==> config.mk <==
export PLATFORM = sky130hd
export DESIGN_NAME = time_of_day_text_parser_core
export DESIGN_NICKNAME = d
export VERILOG_FILES = /design/src/rtl/tod_pkg.sv /design/src/rtl/tod_parser.sv /design/src/rtl/tod_time_pipe.sv /design/src/rtl/time_of_day_text_parser_core.sv
export SDC_FILE = /design/constraint.sdc
export NUM_CORES = 1
export LEC_CHECK = 0
export BUFFER_PORTS_ARGS = -buffer_cell sky130_fd_sc_hd__clkbuf_2
export CORE_ASPECT_RATIO = 0.5
export CORE_UTILIZATION = 50
export CTS_BUF_LIST = sky130_fd_sc_hd__clkbuf_4 sky130_fd_sc_hd__clkbuf_8
export DETAILED_ROUTE_END_ITERATION = 7
export HOLD_SLACK_MARGIN = 0.05
export PLACE_DENSITY = 0.73
export SLEW_MARGIN = 20
export SYNTH_ARGS = -nofsm -noshare
export SYNTH_HDL_FRONTEND = slang
export SYNTH_SLANG_ARGS = --single-unit
==> constraint.sdc <==
create_clock -name clock -period 11.1 [get_ports clock]
set_input_delay 1.11 -clock clock [delete_from_list [all_inputs] [get_ports clock]]
set_output_delay 1.11 -clock clock [all_outputs]
set_load 0.02 [all_outputs]
==> src/rtl/tod_pkg.sv <==
// Shared types, constants and helper functions for the time-of-day text parser.
package tod_pkg;

   // Field widths
   localparam int CHAR_W    = 8;
   localparam int HOUR_W    = 5;
   localparam int MIN_W     = 6;
   localparam int SEC_W     = 6;
   localparam int FRAC_W    = 20;
   localparam int SECS_W    = 17;
   localparam int TIME_US_W = 37;
   localparam int POS_W     = 8;

   // Default saturation point of the byte position counter
   localparam int POS_LIMIT_DEF = 255;

   // Arithmetic constants
   localparam int SEC_PER_HOUR = 3600;
   localparam int SEC_PER_MIN  = 60;
   localparam int USEC_PER_SEC = 1000000;
   localparam int HOUR_MAX     = 23;
   localparam int MIN_MAX      = 59;
   localparam int FRAC_DIGITS  = 6;

   // Largest time of day in microseconds
   localparam logic [TIME_US_W-1:0] TIME_US_MAX = 37'd86399999999;

   // One input word: a byte of the string and its framing flags
   typedef struct packed {
      logic [CHAR_W-1:0] text_char;
      logic              last_char;
      logic              empty_string;
   } req_word_type;

   // One result word
   typedef struct packed {
      logic                 parse_ok;
      logic [TIME_US_W-1:0] time_us;
      logic [POS_W-1:0]     stop_pos;
   } rsp_word_type;

   // Parsed string handed from the byte parser to the time arithmetic
   typedef struct packed {
      logic              ok;
      logic [HOUR_W-1:0] hour;
      logic [MIN_W-1:0]  minute;
      logic [SEC_W-1:0]  second;
      logic [FRAC_W-1:0] frac;
      logic [POS_W-1:0]  pos;
   } fin_type;

   // Weight of the n-th fraction digit in microseconds
   function automatic logic [FRAC_W-1:0] frac_weight(input logic [2:0] n);
      logic [FRAC_W-1:0] w;
      unique case (n)
         3'd0:    w = 20'd100000;
         3'd1:    w = 20'd10000;
         3'd2:    w = 20'd1000;
         3'd3:    w = 20'd100;
         3'd4:    w = 20'd10;
         3'd5:    w = 20'd1;
         default: w = '0;
      endcase
      return w;
   endfunction

endpackage

==> src/rtl/tod_parser.sv <==
// Byte-at-a-time parse state machine for HH[:MM[:SS[.ffffff]]] strings.
module tod_parser import tod_pkg::*; #(
   parameter int POS_LIMIT = POS_LIMIT_DEF
) (
   input  logic         clock,
   input  logic         reset,
   input  logic         strict_mode,
   input  logic         take,
   input  req_word_type word,
   output logic         emit,
   output fin_type      fin
);

   localparam int CNT_W = $clog2(POS_LIMIT + 1);
   localparam logic [CNT_W-1:0] CNT_LIMIT = CNT_W'(POS_LIMIT);

   // Parse phases
   localparam logic [3:0] P_LEAD  = 4'd0;
   localparam logic [3:0] P_HOUR  = 4'd1;
   localparam logic [3:0] P_HSEP  = 4'd2;
   localparam logic [3:0] P_MIN   = 4'd3;
   localparam logic [3:0] P_MSEP  = 4'd4;
   localparam logic [3:0] P_SEC   = 4'd5;
   localparam logic [3:0] P_SAFT  = 4'd6;
   localparam logic [3:0] P_FRAC  = 4'd7;
   localparam logic [3:0] P_TRAIL = 4'd8;

   // Character codes
   localparam logic [7:0] CH_SPACE = 8'h20;
   localparam logic [7:0] CH_TAB   = 8'h09;
   localparam logic [7:0] CH_CR    = 8'h0D;
   localparam logic [7:0] CH_ZERO  = 8'h30;
   localparam logic [7:0] CH_NINE  = 8'h39;
   localparam logic [7:0] CH_COLON = 8'h3A;
   localparam logic [7:0] CH_DOT   = 8'h2E;

   logic [3:0]        phase_ff, phase_in;
   logic [HOUR_W-1:0] hour_ff, hour_in;
   logic [MIN_W-1:0]  min_ff, min_in;
   logic [SEC_W-1:0]  sec_ff, sec_in;
   logic [1:0]        fdig_ff, fdig_in;
   logic [FRAC_W-1:0] frac_ff, frac_in;
   logic [2:0]        fcnt_ff, fcnt_in;
   logic              failed_ff, failed_in;
   logic              stopped_ff, stopped_in;
   logic [CNT_W-1:0]  count_ff, count_in;
   logic [CNT_W-1:0]  stop_ff, stop_in;

   logic [7:0]       c;
   logic [3:0]       dval;
   logic             is_dig, is_sp;
   logic [CNT_W-1:0] idx_inc;
   logic [3:0]       field_cur;
   logic [6:0]       field_val;
   logic [6:0]       field_lim;
   logic             field_wr;
   logic [5:0]       field_new;
   logic             do_sep, do_after, do_trail;
   logic [3:0]       sep_next;
   logic             done;
   logic             fin_ok;
   logic [CNT_W-1:0] fin_pos;

   // Classify the byte
   assign c       = word.text_char;
   assign dval    = c[3:0];
   assign is_dig  = (c >= CH_ZERO) && (c <= CH_NINE);
   assign is_sp   = (c == CH_SPACE) || ((c >= CH_TAB) && (c <= CH_CR));
   assign idx_inc = (count_ff >= CNT_LIMIT) ? CNT_LIMIT : count_ff + 1'b1;

   // Second digit of a two-digit field
   always_comb begin
      if (phase_ff == P_HOUR) begin
         field_cur = hour_ff[3:0];
         field_lim = 7'(HOUR_MAX);
      end else if (phase_ff == P_MIN) begin
         field_cur = min_ff[3:0];
         field_lim = 7'(MIN_MAX);
      end else begin
         field_cur = sec_ff[3:0];
         field_lim = 7'(MIN_MAX);
      end
      field_val = 7'(field_cur) * 7'd10 + 7'(dval);
   end

   // Advance the parse by one byte
   always_comb begin
      phase_in   = phase_ff;
      hour_in    = hour_ff;
      min_in     = min_ff;
      sec_in     = sec_ff;
      fdig_in    = fdig_ff;
      frac_in    = frac_ff;
      fcnt_in    = fcnt_ff;
      failed_in  = failed_ff;
      stopped_in = stopped_ff;
      stop_in    = stop_ff;
      count_in   = idx_inc;
      field_wr   = 1'b0;
      field_new  = '0;
      do_sep     = 1'b0;
      do_after   = 1'b0;
      do_trail   = 1'b0;
      sep_next   = P_MIN;

      if (!failed_ff && !stopped_ff) begin
         unique case (phase_ff)
            P_LEAD: begin
               if (is_dig) begin
                  hour_in  = HOUR_W'(dval);
                  fdig_in  = 2'd1;
                  phase_in = P_HOUR;
               end else if (!is_sp) begin
                  failed_in = 1'b1;
                  stop_in   = count_ff;
               end
            end
            P_HOUR, P_MIN, P_SEC: begin
               if (is_dig) begin
                  if (fdig_ff == 2'd0) begin
                     field_wr  = 1'b1;
                     field_new = 6'(dval);
                     fdig_in   = 2'd1;
                  end else if (field_val > field_lim) begin
                     failed_in = 1'b1;
                     stop_in   = idx_inc;
                  end else begin
                     field_wr  = 1'b1;
                     field_new = field_val[5:0];
                     fdig_in   = 2'd2;
                     phase_in  = (phase_ff == P_HOUR) ? P_HSEP :
                                 (phase_ff == P_MIN)  ? P_MSEP : P_SAFT;
                  end
               end else if (fdig_ff == 2'd0) begin
                  failed_in = 1'b1;
                  stop_in   = count_ff;
               end else if (phase_ff == P_SEC) begin
                  do_after = 1'b1;
               end else begin
                  do_sep   = 1'b1;
                  sep_next = (phase_ff == P_HOUR) ? P_MIN : P_SEC;
               end
            end
            P_HSEP: begin
               do_sep   = 1'b1;
               sep_next = P_MIN;
            end
            P_MSEP: begin
               do_sep   = 1'b1;
               sep_next = P_SEC;
            end
            P_SAFT: begin
               do_after = 1'b1;
            end
            P_FRAC: begin
               if (is_dig) begin
                  if (fcnt_ff < 3'(FRAC_DIGITS)) begin
                     frac_in = frac_ff + 20'(dval) * frac_weight(fcnt_ff);
                     fcnt_in = fcnt_ff + 3'd1;
                  end
               end else begin
                  do_trail = 1'b1;
               end
            end
            default: begin
               // trailing space phase
               if (!is_sp) begin
                  failed_in = 1'b1;
                  stop_in   = count_ff;
               end
            end
         endcase

         // Write the field being read
         if (field_wr) begin
            if (phase_ff == P_HOUR) begin
               hour_in = HOUR_W'(field_new);
            end else if (phase_ff == P_MIN) begin
               min_in = field_new;
            end else begin
               sec_in = field_new;
            end
         end

         // Separator between fields
         if (do_sep) begin
            if (c == CH_COLON) begin
               phase_in = sep_next;
               fdig_in  = 2'd0;
            end else begin
               failed_in = 1'b1;
               stop_in   = idx_inc;
            end
         end

         // Byte after the seconds: fraction point or trailing byte
         if (do_after) begin
            if (c == CH_DOT) begin
               phase_in = P_FRAC;
            end else begin
               do_trail = 1'b1;
            end
         end

         // Trailing byte: strict mode allows only spaces
         if (do_trail) begin
            if (strict_mode) begin
               if (is_sp) begin
                  phase_in = P_TRAIL;
               end else begin
                  failed_in = 1'b1;
                  stop_in   = count_ff;
               end
            end else begin
               stopped_in = 1'b1;
               stop_in    = count_ff;
            end
         end
      end
   end

   // Build the result for the last byte or an empty string
   always_comb begin
      if (failed_in) begin
         fin_ok  = 1'b0;
         fin_pos = stop_in;
      end else if (stopped_in) begin
         fin_ok  = 1'b1;
         fin_pos = stop_in;
      end else begin
         fin_pos = count_in;
         fin_ok  = !((phase_in == P_LEAD) ||
                     (((phase_in == P_MIN) || (phase_in == P_SEC)) && (fdig_in == 2'd0)));
      end

      if (word.empty_string) begin
         fin = '0;
      end else begin
         fin.ok     = fin_ok;
         fin.hour   = fin_ok ? hour_in : '0;
         fin.minute = fin_ok ? min_in  : '0;
         fin.second = fin_ok ? sec_in  : '0;
         fin.frac   = fin_ok ? frac_in : '0;
         fin.pos    = POS_W'(fin_pos);
      end
   end

   assign done = take && (word.last_char || word.empty_string);
   assign emit = done;

   // Hold, advance, or clear the parse state
   always_ff @(posedge clock) begin
      if (reset || done) begin
         phase_ff   <= P_LEAD;
         hour_ff    <= '0;
         min_ff     <= '0;
         sec_ff     <= '0;
         fdig_ff    <= '0;
         frac_ff    <= '0;
         fcnt_ff    <= '0;
         failed_ff  <= 1'b0;
         stopped_ff <= 1'b0;
         count_ff   <= '0;
         stop_ff    <= '0;
      end else if (take) begin
         phase_ff   <= phase_in;
         hour_ff    <= hour_in;
         min_ff     <= min_in;
         sec_ff     <= sec_in;
         fdig_ff    <= fdig_in;
         frac_ff    <= frac_in;
         fcnt_ff    <= fcnt_in;
         failed_ff  <= failed_in;
         stopped_ff <= stopped_in;
         count_ff   <= count_in;
         stop_ff    <= stop_in;
      end
   end

endmodule

==> src/rtl/tod_time_pipe.sv <==
// Three-stage pipeline that turns a parsed time into microseconds of the day.
module tod_time_pipe import tod_pkg::*; (
   input  logic         clock,
   input  logic         reset,
   input  logic         in_valid,
   output logic         in_ready,
   input  fin_type      in_fin,
   output logic         out_valid,
   input  logic         out_ready,
   output rsp_word_type out_word
);

   logic         s1_valid_ff;
   fin_type      s1_fin_ff;
   logic         s2_valid_ff;
   logic         s2_ok_ff;
   logic [SECS_W-1:0] s2_secs_ff, s2_secs_in;
   logic [FRAC_W-1:0] s2_frac_ff;
   logic [POS_W-1:0]  s2_pos_ff;
   logic         s3_valid_ff;
   rsp_word_type s3_word_ff, s3_word_in;
   logic         s1_ready, s2_ready, s3_ready;

   // Each stage moves when the one after it has room
   assign s3_ready = !s3_valid_ff || out_ready;
   assign s2_ready = !s2_valid_ff || s3_ready;
   assign s1_ready = !s1_valid_ff || s2_ready;
   assign in_ready = s1_ready;

   // Seconds of the day from constant multiplies
   assign s2_secs_in = SECS_W'(s1_fin_ff.hour) * SECS_W'(SEC_PER_HOUR)
                     + SECS_W'(s1_fin_ff.minute) * SECS_W'(SEC_PER_MIN)
                     + SECS_W'(s1_fin_ff.second);

   // Scale to microseconds and add the fraction
   always_comb begin
      s3_word_in.parse_ok = s2_ok_ff;
      s3_word_in.time_us  = TIME_US_W'(s2_secs_ff) * TIME_US_W'(USEC_PER_SEC)
                          + TIME_US_W'(s2_frac_ff);
      s3_word_in.stop_pos = s2_pos_ff;
   end

   // Valid bits
   always_ff @(posedge clock) begin
      if (reset) begin
         s1_valid_ff <= 1'b0;
         s2_valid_ff <= 1'b0;
         s3_valid_ff <= 1'b0;
      end else begin
         if (s1_ready) begin
            s1_valid_ff <= in_valid;
         end
         if (s2_ready) begin
            s2_valid_ff <= s1_valid_ff;
         end
         if (s3_ready) begin
            s3_valid_ff <= s2_valid_ff;
         end
      end
   end

   // Payload registers
   always_ff @(posedge clock) begin
      if (s1_ready && in_valid) begin
         s1_fin_ff <= in_fin;
      end
      if (s2_ready && s1_valid_ff) begin
         s2_ok_ff   <= s1_fin_ff.ok;
         s2_secs_ff <= s2_secs_in;
         s2_frac_ff <= s1_fin_ff.frac;
         s2_pos_ff  <= s1_fin_ff.pos;
      end
      if (s3_ready && s2_valid_ff) begin
         s3_word_ff <= s3_word_in;
      end
   end

   assign out_valid = s3_valid_ff;
   assign out_word  = s3_word_ff;

endmodule

==> src/rtl/time_of_day_text_parser_core.sv <==
// Time-of-day text parser: one string byte per word in, one parse result per string out.
// Takes one byte per clock cycle with no gaps while req_ready is high. The input stalls
// only when all three pipe registers hold results and the receiver is not ready. The
// result of a string passes through the three pipe registers in order after its last
// byte is accepted, and is then presented on rsp_word. The three registers are one for
// the parsed fields, one after the hour/minute constant multiplies, and one after the
// 17 x 20 bit microsecond multiply.
// Leading spaces are skipped, then HH[:MM[:SS[.fraction]]] is read; only six fraction
// digits count. In strict mode (csr_wdata bit, reset 1) only spaces may follow the
// seconds or fraction. An empty_string word yields a failed result at once. The
// byte position saturates at POS_LIMIT and stop_pos carries its low eight bits.
// No clearing pass is needed after reset.
module time_of_day_text_parser_core import tod_pkg::*; #(
   parameter int POS_LIMIT = POS_LIMIT_DEF
) (
   input  logic         clock,
   input  logic         reset,
   input  logic         req_valid,
   output logic         req_ready,
   input  req_word_type req_word,
   output logic         rsp_valid,
   input  logic         rsp_ready,
   output rsp_word_type rsp_word,
   input  logic         csr_valid,
   output logic         csr_ready,
   input  logic         csr_wdata
);

   logic    strict_ff;
   logic    take;
   logic    emit;
   fin_type fin;

   // Configuration register
   assign csr_ready = 1'b1;

   always_ff @(posedge clock) begin
      if (reset) begin
         strict_ff <= 1'b1;
      end else if (csr_valid && csr_ready) begin
         strict_ff <= csr_wdata;
      end
   end

   assign take = req_valid && req_ready;

   // Byte parser
   tod_parser #(
      .POS_LIMIT (POS_LIMIT)
   ) u_parser (
      .clock       (clock),
      .reset       (reset),
      .strict_mode (strict_ff),
      .take        (take),
      .word        (req_word),
      .emit        (emit),
      .fin         (fin)
   );

   // Time arithmetic and output register
   tod_time_pipe u_time_pipe (
      .clock     (clock),
      .reset     (reset),
      .in_valid  (emit),
      .in_ready  (req_ready),
      .in_fin    (fin),
      .out_valid (rsp_valid),
      .out_ready (rsp_ready),
      .out_word  (rsp_word)
   );

   // A failed parse reports zero time
   assert property (@(posedge clock) disable iff (reset)
      rsp_valid && !rsp_word.parse_ok |-> rsp_word.time_us == '0)
      else $error("failed parse with nonzero time");

   // Time never passes the end of the day
   assert property (@(posedge clock) disable iff (reset)
      rsp_valid |-> rsp_word.time_us <= TIME_US_MAX)
      else $error("time of day out of range");

   // Input stalls only when a result is waiting at the output
   assert property (@(posedge clock) disable iff (reset)
      !req_ready |-> rsp_valid && !rsp_ready)
      else $error("input stalled with output free");

endmodule
Yosys cells after proc, flatten, opt, wreduce, memory -nomap -nowiden
Index checks and enable logic that the tools add are counted.
{ "word_totals": {"reg_bits": 206, "inputBits": 16, "out_inout_bits": 49, "wordCells": 209} }
{ "op_classes": {"add_sub_neg": 7, "n_mul": 5, "magnitude_cmp": 7, "eq_ne": 17, "muxes": 111, "bitwise": 1, "reduce_logical": 33} }
{ "ops": {"columns": ["cell", "n"], "rows": [
  ["$mux 20", 8],
  ["$mux 8", 15],
  ["$pmux 17 s6", 1],
  ["$mux 6", 13],
  ["$mux 4", 18],
  ["$add 37x20->37", 1],
  ["$mux 1", 35],
  ["$mul 17x14->31 const B", 1],
  ["$mux 5", 5],
  ["$eq 8x6->1 const B", 3],
  ["$pmux 8 s3", 1],
  ["$add 20x20->20", 1],
  ["$eq 4x3->1 const B", 5],
  ["$mul 4x20->20", 1],
  ["$add 17x12->17", 1],
  ["$add 17x6->17", 1],
  ["$mux 2", 8],
  ["$pmux 4 s2", 2],
  ["$mul 5x8->13 const B", 1],
  ["$eq 4x2->1 const B", 3],
  ["$mul 6x4->10 const B", 1],
  ["$logic_and 1x1->1", 9],
  ["$add 8x1->8 const B", 1],
  ["$ge 8x4->1 const B", 1],
  ["other kinds (27)", 45]
]} }

Logic depth before layout (Yosys ltp)
{ "logic_depth": {"depth_word": 27, "depth_mapped": 26, "mapped_depth_nobuf": 22} }

By module
Synthesis repeated with hierarchy kept, for this count alone.
{ "unflattened": {"hier_cells": 1931, "hier_area_um2": 18630.4} }
{ "by_module_without_submodules": {"columns": ["module", "instances", "cells_each", "area_per_inst_um2", "seq_area_each_um2"], "rows": [
  ["tod_time_pipe", 1, 898, 10895.4, 4204.0],
  ["tod_parser", 1, 1027, 7682.4, 1281.2],
  ["time_of_day_text_parser_core", 1, 6, 52.6, 20.0]
]} }

Worst setup path after synthesis
Ideal clock, no wire load.
{ "synth_timing": {"path_kind": "register to register", "startpoint": "reg u_time_pipe.s2_secs_ff[1]", "endpoint": "reg u_time_pipe.s3_word_ff (netlist bit u_time_pipe.out_word[44]) (data pin)", "setup_ps": 260, "arrival_time_ps": 6187, "t_required_ps": 10840, "path_slack_ps": 4653, "stages_incl_launch_ff": 21, "n_path_buf": 1, "synth_period_minus_slack_ps": 6447, "cell_sequence": "edfxtp_1 fa_1 fa_1 fa_1 fa_1 ha_1 inv_1 fa_1 inv_1 ha_1 clkbuf_1 and3_1 nand2_1 o31ai_1 nor2_1 nor2_1 nand2_1 a2111oi_1 nand3_1 nor3_1 xnor2_1"} }
{ "synth_lines": {"columns": ["element", "line_no", "source"], "rows": [
  ["from (decl)", "tod_time_pipe.sv:17", "logic [SECS_W-1:0] s2_secs_ff, s2_secs_in;"],
  ["from (signal assigned)", "tod_time_pipe.sv:69", "s2_secs_ff <= s2_secs_in;"],
  ["to (signal assigned)", "tod_time_pipe.sv:74", "s3_word_ff <= s3_word_in;"],
  ["to (decl)", "tod_time_pipe.sv:21", "rsp_word_type s3_word_ff, s3_word_in;"]
]} }

==> impl_metrics.yaml <==
detailed_routing:
  highest-signal-layer: "met5"
  wl_met2_um: 17240
  met3_length_um: 2157
  vias: 13066
  drc: 0
  dr.pass1.iters: 5
  ant_nets: 0
  wl_met1_um: 18010
  wl_per_cell_um: 16.10
  drtIter0Drc: 1000
  vias_per_cell: 5.485
  routed_wl_um: 38340
layout:
  diodes: 0
  final_util: 0.5544
  stdcell_area_mm2: 0.01921
  drive_gt1_frac: 0.1012
  syn_to_final_growth_pct: 8.732
  finalNetCount: 2228
run:
  maxCapViolations: 0
cts:
  cts_htree_levels: 2
  clock_path_buffers: 3
  post_cts_buffers: 0
  ctsHoldBuffers: 0
  ctsResizeCount: 0
  cts_buffers: 35
  path_clk_slew_ns: 0.07
  clock_tree.root_cell: "clkbuf_8"
  cts_tree: "built"
  clock_latency_ns: 0.57
  cts_sinks: 206
sta:
  tns_ns: 0
  skew_ns: 0.03497
  hold_violations: 0
  min_period_over_period: 0.6042
  worst_pin_slew_ns: 0.9919
  timing.fmax_mhz: 149.1
  setup_viol: 0
  rsz0062_at_grt: "false"
  finalCriticalPeriod_ns: 6.707
  slew_viol_final: 0
  max_slew_margin: 0.3387
synthesis:
  ys_seq_elements: 206
  yosysSeqAreaShare: 0.3116
  syn_area_per_cell_um2: 9.649
  netlist_area_mm2: 0.01767
  synth_top_cell_area_share: 0.2345
  syn_nets: 2179
  ys_top_cells_by_area: "edfxtp_1 (23%), ha_1 (16%), fa_1 (13%), dfxtp_1 (7.7%), nand2_1 (4.4%)"
  synthFlopType: "edfxtp_1"
  synth.largest_area_cell: "edfxtp_1"
  synthCells: 1831
  synth_cell_type_count: 81
  synth_warnings: 0
  async_reset_ff_frac: 0
  synth_edf_count: 138
grt:
  grt_max_degree: 61
  track_usage: 0.2175
  grt_pass1_vias: 12399
  overflow: 0
  grt_pass1_wl_um: 62990
  antenna_found_initial: 1
critical_path:
  crit_type: "flip-flop to flip-flop"
  cp.required_ns: 11.39
  r2r_setup_slack_ns: 4.39
  worstPathCellList: "fa_1, inv_1, fa_1, fa_1, inv_1, fa_1, ha_1, inv_1, fa_1, inv_1, ha_1, a21o_1, a31o_2, a21o_1, a2111o_1, o221a_2, or4_1, nor2_1, nand3_1, nor3b_1, xor2_1"
  crit_slowest_cell: "or4_1"
  crit_arrival_ns: 7.00
  crit_path_frequent_cell: "fa_1"
  r2r_cells: 21
  cpPeakStageDelay_ns: 0.58
  r2r-end: "u_time_pipe.out_word[43]$_DFFE_PP_"
  r2r-start: "u_time_pipe.s2_secs_ff[1]$_DFFE_PP_"
  setup.worst_path.start_class: "flip-flop"
  cp-end-kind: "flip-flop"
  crit_fanout: 8
hold_path:
  hold_end: "u_time_pipe.s2_frac_ff[11]$_DFFE_PP_"
  min_from: "u_time_pipe.s1_fin_ff[19]$_SDFFCE_PP0P_"
  holdPathStages: 0
  hp-class: "flip-flop to flip-flop"
floorplanning:
  initial_core_util: 0.5099
  die_h_um: 134.9
  num_rows: 48
  core_mm2: 0.03465
  ios: 65
  die_w_um: 267.8
  die-area_mm2: 0.03614
placed_design:
  dp_hpwl_um: 28900
  place_area_mm2: 0.01844
  gp_congestion: 0.8883
  portBuffers: 63
status:
  status: "finished clean"
==> final cells by class <==
type | count | area, um2
tap | 475 | 594.3
inverter | 194 | 728.2
multi-input combinational | 1367 | 11210
sequential | 206 | 5505
clock buffer | 47 | 578.1
timing repair buffer | 76 | 412.9
clock inverter | 17 | 181.4
fill | 3047 | 15440
==> through the flow <==
stage	hold WS (ns)	setup WS (ns)	instances
2_1_floorplan	0.4003	4.653	1831
3_3_place_gp	0.4030	4.503	2318
3_5_place_dp	0.4045	4.357	2318
4_1_cts	0.4137	4.355	2382
5_1_grt	0.4284	3.815	2382
6_report	0.4112	4.393	2382
==> layout by cell type, fill, tap and decap left out, drive strengths merged, types with 8 or more instances in the layout <==
cell	Yosys	final
and2	19	19
dfxtp	68	68
nand3	31	31
a21oi	134	134
nor3	28	28
inv	194	196
buf	12	13
nor2b	21	21
mux2i	26	26
o211ai	16	16
ha	220	220
and3	17	17
a211oi	25	25
fa	112	112
or2	11	11
a31oi	11	11
o31ai	11	11
nor2	133	133
xor2	30	30
a21o	26	26
edfxtp	138	138
a221oi	8	8
nor3b	10	10
nand2	208	208
clkinv	0	9
o21bai	17	17
nand2b	13	13
o21a	20	20
o21ai	50	50
clkbuf	52	110
xnor2	69	69
==> flip-flops by register name, summed over array words and instances (netlist names), 4 cells and up <==
signal                  cells
u_time_pipe.out_word       46
u_time_pipe.s1_fin_ff      46
u_parser.frac_ff           20
u_time_pipe.s2_frac_ff     20
u_time_pipe.s2_secs_ff     17
u_parser.count_ff           8
u_parser.stop_ff            8
u_time_pipe.s2_pos_ff       8
u_parser.min_ff             6
u_parser.sec_ff             6
u_parser.hour_ff            5
u_parser.phase_ff           4
==> synth_stat cells (7+ instances only) <==
cell type,count
ha_1,220
nand2_1,208
inv_1,194
edfxtp_1,138
nor2_1,133
a21oi_1,114
fa_1,112
xnor2_1,69
dfxtp_1,68
clkbuf_1,52
o21ai_0,48
nand3_1,31
xor2_1,30
nor3_1,28
a21o_1,26
mux2i_1,26
a211oi_1,25
nor2b_1,21
a21oi_2,20
o21a_1,20
and2_1,19
and3_1,17
o21bai_1,17
o211ai_1,16
nand2b_1,13
a31oi_1,11
o31ai_1,11
or2_2,10
nor3b_1,9
a221oi_1,7
==> routing by layer <==
layer,global-route usage,up-vias
met3,0.03228,66
met2,0.3490,344
li1,-,6485
met1,0.3055,6169
met4,0.06317,2
met5,0,-
==> how the worst max path moves through the flow <==
stage	start	end	slack (ns)	cells past startpoint
after floorplan	u_time_pipe.s2_secs_ff[1]$_DFFE_PP_	u_time_pipe.out_word[44]$_DFFE_PP_	4.65	20
after global placement	u_time_pipe.s2_secs_ff[1]$_DFFE_PP_	u_time_pipe.out_word[43]$_DFFE_PP_	4.50	21
after detailed placement	u_time_pipe.s2_secs_ff[1]$_DFFE_PP_	u_time_pipe.out_word[43]$_DFFE_PP_	4.36	19
after CTS	u_time_pipe.s2_secs_ff[1]$_DFFE_PP_	u_time_pipe.out_word[43]$_DFFE_PP_	4.35	21
after global routing	u_time_pipe.s2_secs_ff[1]$_DFFE_PP_	u_time_pipe.out_word[43]$_DFFE_PP_	3.82	21
final	u_time_pipe.s2_secs_ff[1]$_DFFE_PP_	u_time_pipe.out_word[43]$_DFFE_PP_	4.39	21
==> cell families (layout without fill, tap and decap cells) <==
group | count (synthesis) | in the layout | share of synthesized area
AOI/OAI and AO/OA | 382 | 382 | 0.1460
xor gates and xnor gates | 100 | 100 | 0.05035
muxes | 27 | 27 | 0.01558
buffers and inverters | 258 | 334 | 0.05658
other | 1 | 1 | 0.0002122
DFF | 206 | 206 | 0.3116
and+or+nand+nor | 525 | 525 | 0.1370
adders and majority gates | 332 | 332 | 0.2827
==> worst max-delay path, delay by kind of cell, from the launching register on <==
family | cells | cell delay [ns]
buffers and inverters | 4 | 0.20
XOR/XNOR | 1 | 0.11
AO/OA/AOI/OAI | 5 | 1.17
AND/OR/NAND/NOR | 4 | 1.24
adder cells (fa/ha/maj) | 7 | 3.18
flip-flops | 1 | 0.56
Power is not shown: default switching activity piles up to over one toggle a cycle in this logic, so the estimate is an artifact.
